<file path="src/rtl/core/rsb_pkg.sv">
`timescale 1ns / 1ps
// shared types, codes and helpers for the run-length sprite blitter
// no dependencies; used by rsb_shade and rle_sprite_blitter

package rsb_pkg;

  // default frame buffer size
  localparam int FRAME_BYTES_DEFAULT = 1048576;

  // stream codes
  localparam logic [7:0] CODE_SKIP = 8'd255;  // next byte is a skip count
  localparam logic [7:0] CODE_EOL  = 8'd254;  // rest of row transparent
  localparam logic [7:0] CODE_GAP  = 8'd253;  // one transparent pixel

  // tint clamp thresholds for blended mode
  localparam logic [7:0] TINT_MAX  = 8'h0f;
  localparam logic [7:0] TINT_WRAP = 8'h1f;

  // register indexes, byte address 4*index
  localparam logic [2:0] REG_DRAW_MODE     = 3'd0;
  localparam logic [2:0] REG_TINT_HUE      = 3'd1;
  localparam logic [2:0] REG_TINT_VALUE    = 3'd2;
  localparam logic [2:0] REG_SPRITE_WIDTH  = 3'd3;
  localparam logic [2:0] REG_ROW_PITCH     = 3'd4;
  localparam logic [2:0] REG_SURFACE_BYTES = 3'd5;
  localparam logic [2:0] REG_START_OFFSET  = 3'd6;

  // reset values
  localparam logic [15:0] ROW_PITCH_RESET     = 16'd320;
  localparam logic [20:0] SURFACE_BYTES_RESET = 21'd64000;

  typedef enum logic [1:0] {
    MODE_HUE_VALUE = 2'd0,
    MODE_BLEND     = 2'd1,
    MODE_HALF_DARK = 2'd2,
    MODE_BLACK     = 2'd3
  } draw_mode_e;

  typedef struct packed {
    draw_mode_e  mode;
    logic [3:0]  hue;
    logic [7:0]  value;
  } tint_cfg_t;

  // clamp a wide signed sum to the 22-bit cursor range
  function automatic logic signed [21:0] sat22(input logic signed [23:0] v);
    logic signed [23:0] hi;
    logic signed [23:0] lo;
    hi = 24'sd2097151;
    lo = -24'sd2097152;
    if (v > hi) begin
      sat22 = 22'sd2097151;
    end else if (v < lo) begin
      sat22 = -22'sd2097152;
    end else begin
      sat22 = v[21:0];
    end
  endfunction

endpackage

</file>
<file path="src/rtl/core/rsb_shade.sv">
`timescale 1ns / 1ps
// pixel shading for the sprite blitter: tint, blend, half darken, black
// depends on rsb_pkg

module rsb_shade (
  input  logic [7:0]        code_i,
  input  logic [7:0]        dest_i,
  input  rsb_pkg::tint_cfg_t cfg_i,
  output logic [7:0]        value_o
);

  logic [7:0] tint;
  logic [3:0] tint_clamped;
  logic [4:0] blend_sum;

  always_comb begin
    tint = {4'b0, code_i[3:0]} + cfg_i.value;
    if (tint > rsb_pkg::TINT_MAX) begin
      tint_clamped = (tint >= rsb_pkg::TINT_WRAP) ? 4'h0 : 4'hf;
    end else begin
      tint_clamped = tint[3:0];
    end
    blend_sum = {1'b0, dest_i[3:0]} + {1'b0, tint_clamped};

    case (cfg_i.mode)
      // overflow of the tint spills into the hue bits
      rsb_pkg::MODE_HUE_VALUE: value_o = {cfg_i.hue, 4'h0} | tint;
      rsb_pkg::MODE_BLEND:     value_o = {cfg_i.hue, blend_sum[4:1]};
      rsb_pkg::MODE_HALF_DARK: value_o = {dest_i[7:4], 1'b0, dest_i[3:1]};
      rsb_pkg::MODE_BLACK:     value_o = 8'h00;
      default:                 value_o = 8'h00;
    endcase
  end

endmodule

</file>
<file path="src/rtl/core/rle_sprite_blitter.sv">
`timescale 1ns / 1ps
// top level of the run-length sprite blitter: stream decode, cursor, clipping
// depends on rsb_pkg and rsb_shade
//
// usage:
// - input channel (in_valid_i / in_stall_o) carries one sprite stream byte
//   per item, with the frame buffer byte read at the previous result's
//   next_address and a last-byte flag
// - output channel (out_valid_o / out_stall_i) carries one result per item:
//   an optional frame buffer write plus the next cursor address
// - a result is registered in the cycle after accept; one item per cycle is
//   sustained unless the receiver stalls, set by the single cursor update path
// - the result register is the only buffer; when the receiver stalls with a
//   result held, the input is stalled in the same cycle and nothing is lost
// - apb port writes the seven registers at 4*index; pready is always high;
//   writing start_offset reloads the run state if no item is accepted with it
// - reset clears the registers to their defaults and loads the cursor with
//   the start offset; no clearing pass is needed

module rle_sprite_blitter #(
  parameter int FRAME_BYTES = rsb_pkg::FRAME_BYTES_DEFAULT
) (
  input  logic               clk_i,
  input  logic               rst_ni,
  // input channel
  input  logic               in_valid_i,
  output logic               in_stall_o,
  input  logic [7:0]         code_byte_i,
  input  logic [7:0]         dest_pixel_i,
  input  logic               last_byte_i,
  // output channel
  output logic               out_valid_o,
  input  logic               out_stall_i,
  output logic               write_enable_o,
  output logic [19:0]        write_address_o,
  output logic [7:0]         write_value_o,
  output logic signed [21:0] next_address_o,
  output logic               clipped_stop_o,
  output logic               sprite_done_o,
  // configuration
  input  logic               psel,
  input  logic               penable,
  input  logic               pwrite,
  input  logic [4:0]         paddr,
  input  logic [31:0]        pwdata,
  output logic [31:0]        prdata,
  output logic               pready
);

  localparam logic [25:0] FrameLim = 26'(FRAME_BYTES);

  // configuration registers
  rsb_pkg::draw_mode_e draw_mode_q;
  logic [3:0]          tint_hue_q;
  logic [7:0]          tint_value_q;
  logic [15:0]         sprite_width_q;
  logic [15:0]         row_pitch_q;
  logic [20:0]         surface_bytes_q;
  logic [20:0]         start_offset_q;

  // run state
  logic signed [21:0]  cursor_q, cursor_d;
  logic [16:0]         col_q, col_d;
  logic                pend_q, pend_d;
  logic                halt_q, halt_d;

  // result register
  logic                out_valid_q;
  logic                we_q, we_d;
  logic [19:0]         waddr_q, waddr_d;
  logic [7:0]          wval_q, wval_d;
  logic signed [21:0]  next_q;
  logic                stop_q;
  logic                done_q;

  logic                in_accept;
  logic                cfg_write;
  logic [2:0]          cfg_index;
  logic signed [21:0]  start_ext;
  logic [20:0]         limit;
  logic [7:0]          shade_value;
  rsb_pkg::tint_cfg_t  tint_cfg;

  logic signed [17:0]  delta;
  logic [17:0]         col_mid;
  logic signed [21:0]  cursor_mid;
  logic                ge_limit;

  assign pready     = 1'b1;
  assign cfg_index  = paddr[4:2];
  assign cfg_write  = psel && penable && pwrite && pready;
  assign in_stall_o = out_valid_q && out_stall_i;
  assign in_accept  = in_valid_i && !in_stall_o;
  assign start_ext  = {start_offset_q[20], start_offset_q};

  assign tint_cfg.mode  = draw_mode_q;
  assign tint_cfg.hue   = tint_hue_q;
  assign tint_cfg.value = tint_value_q;

  rsb_shade u_shade (
    .code_i  (code_byte_i),
    .dest_i  (dest_pixel_i),
    .cfg_i   (tint_cfg),
    .value_o (shade_value)
  );

  // bottom clip limit is the smaller of surface size and frame size
  always_comb begin
    if ({5'b0, surface_bytes_q} > FrameLim) begin
      limit = FrameLim[20:0];
    end else begin
      limit = surface_bytes_q;
    end
  end

  assign ge_limit = (cursor_q >= $signed({1'b0, limit}));

  always_comb begin
    pend_d     = pend_q;
    halt_d     = halt_q;
    we_d       = 1'b0;
    waddr_d    = '0;
    wval_d     = '0;
    delta      = '0;
    col_mid    = {1'b0, col_q};
    cursor_mid = cursor_q;
    cursor_d   = cursor_q;
    col_d      = col_q;

    if (!halt_q) begin
      if (pend_q) begin
        pend_d  = 1'b0;
        delta   = {10'b0, code_byte_i};
        col_mid = {1'b0, col_q} + {10'b0, code_byte_i};
      end else if (code_byte_i == rsb_pkg::CODE_SKIP) begin
        pend_d = 1'b1;
      end else if (code_byte_i == rsb_pkg::CODE_EOL) begin
        delta   = {2'b0, sprite_width_q} - {1'b0, col_q};
        col_mid = {2'b0, sprite_width_q};
      end else if (code_byte_i == rsb_pkg::CODE_GAP) begin
        delta   = 18'sd1;
        col_mid = {1'b0, col_q} + 18'd1;
      end else if (ge_limit) begin
        halt_d = 1'b1;
      end else begin
        // pixels left of address zero are skipped but still advance
        if (!cursor_q[21]) begin
          we_d    = 1'b1;
          waddr_d = cursor_q[19:0];
          wval_d  = shade_value;
        end
        delta   = 18'sd1;
        col_mid = {1'b0, col_q} + 18'd1;
      end

      cursor_mid = rsb_pkg::sat22({{2{cursor_q[21]}}, cursor_q} +
                                  {{6{delta[17]}}, delta});
      cursor_d   = cursor_mid;
      col_d      = col_mid[16:0];

      if (!halt_d && (col_mid >= {2'b0, sprite_width_q})) begin
        cursor_d = rsb_pkg::sat22({{2{cursor_mid[21]}}, cursor_mid} +
                                  $signed({8'b0, row_pitch_q}) -
                                  $signed({6'b0, col_mid}));
        col_d    = '0;
      end
    end
  end

  always_ff @(posedge clk_i or negedge rst_ni) begin
    if (!rst_ni) begin
      draw_mode_q     <= rsb_pkg::MODE_HUE_VALUE;
      tint_hue_q      <= '0;
      tint_value_q    <= '0;
      sprite_width_q  <= 16'd1;
      row_pitch_q     <= rsb_pkg::ROW_PITCH_RESET;
      surface_bytes_q <= rsb_pkg::SURFACE_BYTES_RESET;
      start_offset_q  <= '0;
    end else if (cfg_write) begin
      case (cfg_index)
        rsb_pkg::REG_DRAW_MODE:     draw_mode_q     <= rsb_pkg::draw_mode_e'(pwdata[1:0]);
        rsb_pkg::REG_TINT_HUE:      tint_hue_q      <= pwdata[3:0];
        rsb_pkg::REG_TINT_VALUE:    tint_value_q    <= pwdata[7:0];
        rsb_pkg::REG_SPRITE_WIDTH:  sprite_width_q  <= pwdata[15:0];
        rsb_pkg::REG_ROW_PITCH:     row_pitch_q     <= pwdata[15:0];
        rsb_pkg::REG_SURFACE_BYTES: surface_bytes_q <= pwdata[20:0];
        rsb_pkg::REG_START_OFFSET:  start_offset_q  <= pwdata[20:0];
        default: ;
      endcase
    end
  end

  always_ff @(posedge clk_i or negedge rst_ni) begin
    if (!rst_ni) begin
      cursor_q <= '0;
      col_q    <= '0;
      pend_q   <= 1'b0;
      halt_q   <= 1'b0;
    end else if (in_accept) begin
      if (last_byte_i) begin
        cursor_q <= start_ext;
        col_q    <= '0;
        pend_q   <= 1'b0;
        halt_q   <= 1'b0;
      end else begin
        cursor_q <= cursor_d;
        col_q    <= col_d;
        pend_q   <= pend_d;
        halt_q   <= halt_d;
      end
    end else if (cfg_write && (cfg_index == rsb_pkg::REG_START_OFFSET)) begin
      cursor_q <= {pwdata[20], pwdata[20:0]};
      col_q    <= '0;
      pend_q   <= 1'b0;
      halt_q   <= 1'b0;
    end
  end

  always_ff @(posedge clk_i or negedge rst_ni) begin
    if (!rst_ni) begin
      out_valid_q <= 1'b0;
    end else if (in_accept) begin
      out_valid_q <= 1'b1;
    end else if (!out_stall_i) begin
      out_valid_q <= 1'b0;
    end
  end

  always_ff @(posedge clk_i) begin
    if (in_accept) begin
      we_q    <= we_d;
      waddr_q <= waddr_d;
      wval_q  <= wval_d;
      next_q  <= last_byte_i ? start_ext : cursor_d;
      stop_q  <= halt_d;
      done_q  <= last_byte_i;
    end
  end

  always_comb begin
    case (cfg_index)
      rsb_pkg::REG_DRAW_MODE:     prdata = {30'b0, draw_mode_q};
      rsb_pkg::REG_TINT_HUE:      prdata = {28'b0, tint_hue_q};
      rsb_pkg::REG_TINT_VALUE:    prdata = {24'b0, tint_value_q};
      rsb_pkg::REG_SPRITE_WIDTH:  prdata = {16'b0, sprite_width_q};
      rsb_pkg::REG_ROW_PITCH:     prdata = {16'b0, row_pitch_q};
      rsb_pkg::REG_SURFACE_BYTES: prdata = {11'b0, surface_bytes_q};
      rsb_pkg::REG_START_OFFSET:  prdata = {11'b0, start_offset_q};
      default:                    prdata = '0;
    endcase
  end

  assign out_valid_o     = out_valid_q;
  assign write_enable_o  = we_q;
  assign write_address_o = waddr_q;
  assign write_value_o   = wval_q;
  assign next_address_o  = next_q;
  assign clipped_stop_o  = stop_q;
  assign sprite_done_o   = done_q;

  // input is held back only behind a waiting result
  a_stall_needs_result: assert property (@(posedge clk_i) disable iff (!rst_ni)
    in_stall_o |-> out_valid_o)
    else $error("input stalled with no result waiting");

  // every accepted item shows up as a result in the next cycle
  a_accept_gives_result: assert property (@(posedge clk_i) disable iff (!rst_ni)
    in_accept |=> out_valid_o)
    else $error("accepted item produced no result");

  // a written pixel never comes from a halted sprite
  a_write_not_halted: assert property (@(posedge clk_i) disable iff (!rst_ni)
    (out_valid_o && write_enable_o) |-> !clipped_stop_o)
    else $error("pixel written while sprite halted");

endmodule

</file>
<file path="config.mk">
export PLATFORM = sky130hd
export DESIGN_NAME = rle_sprite_blitter
export DESIGN_NICKNAME = d
export VERILOG_FILES = /design/src/rtl/core/rsb_pkg.sv /design/src/rtl/core/rsb_shade.sv /design/src/rtl/core/rle_sprite_blitter.sv
export SDC_FILE = /design/constraint.sdc
export NUM_CORES = 1
export LEC_CHECK = 0
export BUFFER_PORTS_ARGS = -buffer_cell sky130_fd_sc_hd__buf_2
export CORE_ASPECT_RATIO = 0.6
export CORE_UTILIZATION = 35
export CTS_CLUSTER_SIZE = 16
export DETAILED_ROUTE_END_ITERATION = 10
export PLACE_DENSITY_LB_ADDON = 0.1
export SYNTH_ARGS = -nofsm -noshare
export SYNTH_HDL_FRONTEND = slang
export SYNTH_SLANG_ARGS = --single-unit
</file>
<file path="constraint.sdc">
create_clock -name clk_i -period 16.7 [get_ports clk_i]
set_input_delay 1.67 -clock clk_i [delete_from_list [all_inputs] [get_ports clk_i]]
set_output_delay 1.67 -clock clk_i [all_outputs]
set_load 0.05 [all_outputs]
</file>
==> impl_metrics.json <==
{
  "holdPathStages": 2,
  "rrSetupSlack_ns": 6.17,
  "grt.overflow.total": 0,
  "finalClockSkew_ns": 0.0213,
  "cts_root_buf": "clkbuf_16",
  "clk_latency_ns": 0.46,
  "grt_util_met1_pct": 40.7,
  "crit-reg2reg-launch": "surface_bytes_q[3]$_DFFE_PN0P_",
  "synth.distinct_cells": 89,
  "crit_path_start_kind": "flip-flop",
  "htree_levels": 4,
  "share_of_post_route_cells_with_drive_strength_above_1_pct": 17.1,
  "finish.instance_area_um2": 16500,
  "power_density_nw_per_um2": 162,
  "slew_viol_final": 0,
  "min_period_ns": 10.53,
  "placement.cell_area_um2": 15900,
  "first_pass_iters": 6,
  "numPlacedInstances": 2289,
  "portion_of_the_post_synthesis_area_used_by_sequential_elements_pct": 32.8,
  "vias": 13100,
  "drt_iter0_markers": 1235,
  "grt_start_max_net_pins": 68,
  "min-delay-start": "start_offset_q[13]$_DFFE_PN0P_",
  "yosys-top-cells-area": "dfrtp_1 (20%), edfxtp_1 (11%), ha_1 (9.8%)",
  "grt_first_pass_wirelength_mm": 79.2,
  "die_x_um": 267,
  "floorplan.rows": 57,
  "critPathKind": "reg2reg",
  "clock_tree_sinks": 183,
  "n_antenna_cell": 0,
  "r2r_end": "next_address_o[7]$_DFFE_PP_",
  "fmax_mhz": 94.9,
  "synth.cell_area_um2": 14800,
  "syn_avg_cell_area_um2": 8.90,
  "design.core.area_um2": 41100,
  "post_cts_buffers": 0,
  "grt.met2_usage_pct": 32.6,
  "power_leakage_nw": 7.31,
  "routed_wire_length_per_instance_um": 22.9,
  "run_status": "finished, final reports clean",
  "die_y_um": 161,
  "post-layout-total-power_mw": 2.68,
  "cpMostUsedCell": "o21ai_0",
  "cts_hold_buffers": 0,
  "met3_usage_pct": 5.53,
  "tritoncts": "built",
  "worstPathArrival_ns": 10.71,
  "mostFrequentLayoutCell": "nand2_1",
  "hold_path_end": "start_offset_q[13]$_DFFE_PN0P_",
  "ant_nets": 0,
  "gr-max-usage-layer": "met1",
  "grt_setup_unrepaired": "no",
  "synth.largest_area_cell": "dfrtp_1",
  "remaining_drc_errors": 0,
  "dieArea_um2": 43100,
  "cp_max_fo": 15,
  "postLayoutCoreUtil_pct": 40.2,
  "cap_viol_max_count": 0,
  "globalplace.congestion": 0.912,
  "irDropWorstVdd_uv": 81.1,
  "initial_core_utilization_pct": 36.0,
  "cts-resized-gates": 0,
  "cts_max_path_buffers": 2,
  "setup_total_negative_slack_ns": 0,
  "worst_ep_required_time_ns": 16.87,
  "hold_path.class": "reg2reg",
  "post_layout_nonfiller_instances": 2321,
  "layout_worst_path_cycle_share_pct": 63.1,
  "crit_end_element": "flip-flop",
  "synth-seq-cells": 183,
  "dominantRegCellSynth": "dfrtp_1",
  "postSynthCellCount": 1663,
  "ys_async_sr_fraction_pct": 71.0,
  "hold_violations": 0,
  "worstRegToRegCells": 35,
  "gr-usage-all-layers_pct": 24.9,
  "wirelength_mm": 53.3,
  "setup_viol": 0,
  "dp_hpwl_mm": 41.8,
  "yosysWarningCount": 0,
  "path_clk_slew_ns": 0.08,
  "cts_inserted_buffers": 17,
  "timing.max_slew.rel_slack_pct": 31.9,
  "synth_top_area_share_pct": 20.5,
  "grt_antenna_before_repair": 0,
  "cp_slowest_cell": "a2111oi_2",
  "syn2layout_area_growth_pct": 11.6,
  "critPathMaxStageDelay_ns": 0.91,
  "design.portCount": 149,
  "layout_common_cells": "nand2_1 (225), buf_2 (122), dfrtp_1 (121), ha_1 (116), nor2_1 (103)",
  "worst_slew_pin_slew_ns": 1.02,
  "design.final.nets": 1946,
  "synth_edf_count": 53,
  "buffer_ports.inserted": 123,
  "vias_per_cell": 5.66,
  "via_count_of_the_first_global_routing_pass": 12300
}
==> layer usage <==
| metal | vias to the layer above | routed length, µm |
|---|---|---|
| li1 | 6197 | - |
| met1 | 6400 | 28100 |
| met2 | 503 | 20000 |
| met3 | 40 | 4650 |
| met4 | 0 | 493 |
| met5 | - | 0 |
==> synthesized netlist by cell type (24+ instances only) <==
cell type / n
a21o_1: 31
a21oi_1: 86
a22oi_1: 32
and2_1: 36
and3_1: 24
clkbuf_1: 59
dfrtp_1: 121
edfxtp_1: 53
ha_1: 116
inv_1: 84
mux2_2: 69
nand2_1: 225
nand3_1: 33
nor2_1: 103
nor3_1: 29
o21ai_0: 98
xnor2_1: 39
==> where the power goes <==
part	internal (mW)	leakage (nW)	switching, mW	total [mW]
clock network	0.210	0.290	0.229	0.439
registers	0.574	2.17	0.163	0.737
logic	0.568	4.85	0.935	1.50
total	1.35	7.31	1.33	2.68
==> how the worst max path moves through the flow <==
stage	startpoint	end	depth (start not counted)
final	surface_bytes_q[3]$_DFFE_PN0P_	next_address_o[7]$_DFFE_PP_	35
after global routing	surface_bytes_q[3]$_DFFE_PN0P_	next_address_o[7]$_DFFE_PP_	35
after detailed placement	surface_bytes_q[3]$_DFFE_PN0P_	next_address_o[7]$_DFFE_PP_	35
after floorplan	surface_bytes_q[3]$_DFFE_PN0P_	next_address_o[3]$_DFFE_PP_	37
after CTS	surface_bytes_q[3]$_DFFE_PN0P_	next_address_o[7]$_DFFE_PP_	35
after global placement	surface_bytes_q[3]$_DFFE_PN0P_	next_address_o[7]$_DFFE_PP_	35
==> kinds of logic (layout without fill, tap and decap cells) <==
logic type,count (synthesis),after routing,share of synthesized area [%]
AO/OA/AOI/OAI,473,473,22.0
XOR/XNOR,57,57,3.37
adder cells (fa/ha/maj),137,137,12.6
buffers and inverters,173,261,4.95
flip-flops,183,183,32.8
multiplexers,93,93,6.89
other,2,12,0.0507
AND/OR/NAND/NOR,545,545,17.3
==> sequential cells by signal (all words and copies together), names as in the netlist, 4 cells and up <==
signal           count
cursor_q            22
next_address_o      22
start_offset_q      21
surface_bytes_q     21
write_address_o     20
col_q               17
row_pitch_q         16
sprite_width_q      16
tint_value_q         8
write_value_o        8
tint_hue_q           4
==> worst max-delay path, delay by kind of cell, from the launching register on <==
kind,cells,cell delay (ns)
AO/OA/AOI/OAI,17,4.86
adder cells (fa/ha/maj),5,1.82
buffers and inverters,3,0.51
flip-flops,1,0.43
multiplexers,1,0.23
AND/OR/NAND/NOR,9,2.36
==> stage by stage <==
| step | hold slack [ns] | setup WS (ns) |
|---|---|---|
| final | 0.518 | 6.17 |
| after global routing | 0.541 | 5.51 |
| after CTS | 0.518 | 6.09 |
| after detailed placement | 0.497 | 6.17 |
| after global placement | 0.494 | 6.11 |
| after floorplan | 0.468 | 8.20 |
==> layout make-up <==
cell class | count | area [µm²]
tap | 560 | 701
inverter | 86 | 324
timing repair buffer | 143 | 772
clock buffer | 18 | 450
multi-input combinational | 1317 | 9260
fill | 4235 | 24600
sequential | 183 | 4860
clock inverter | 14 | 151
Power figures use the tool's default switching activity.
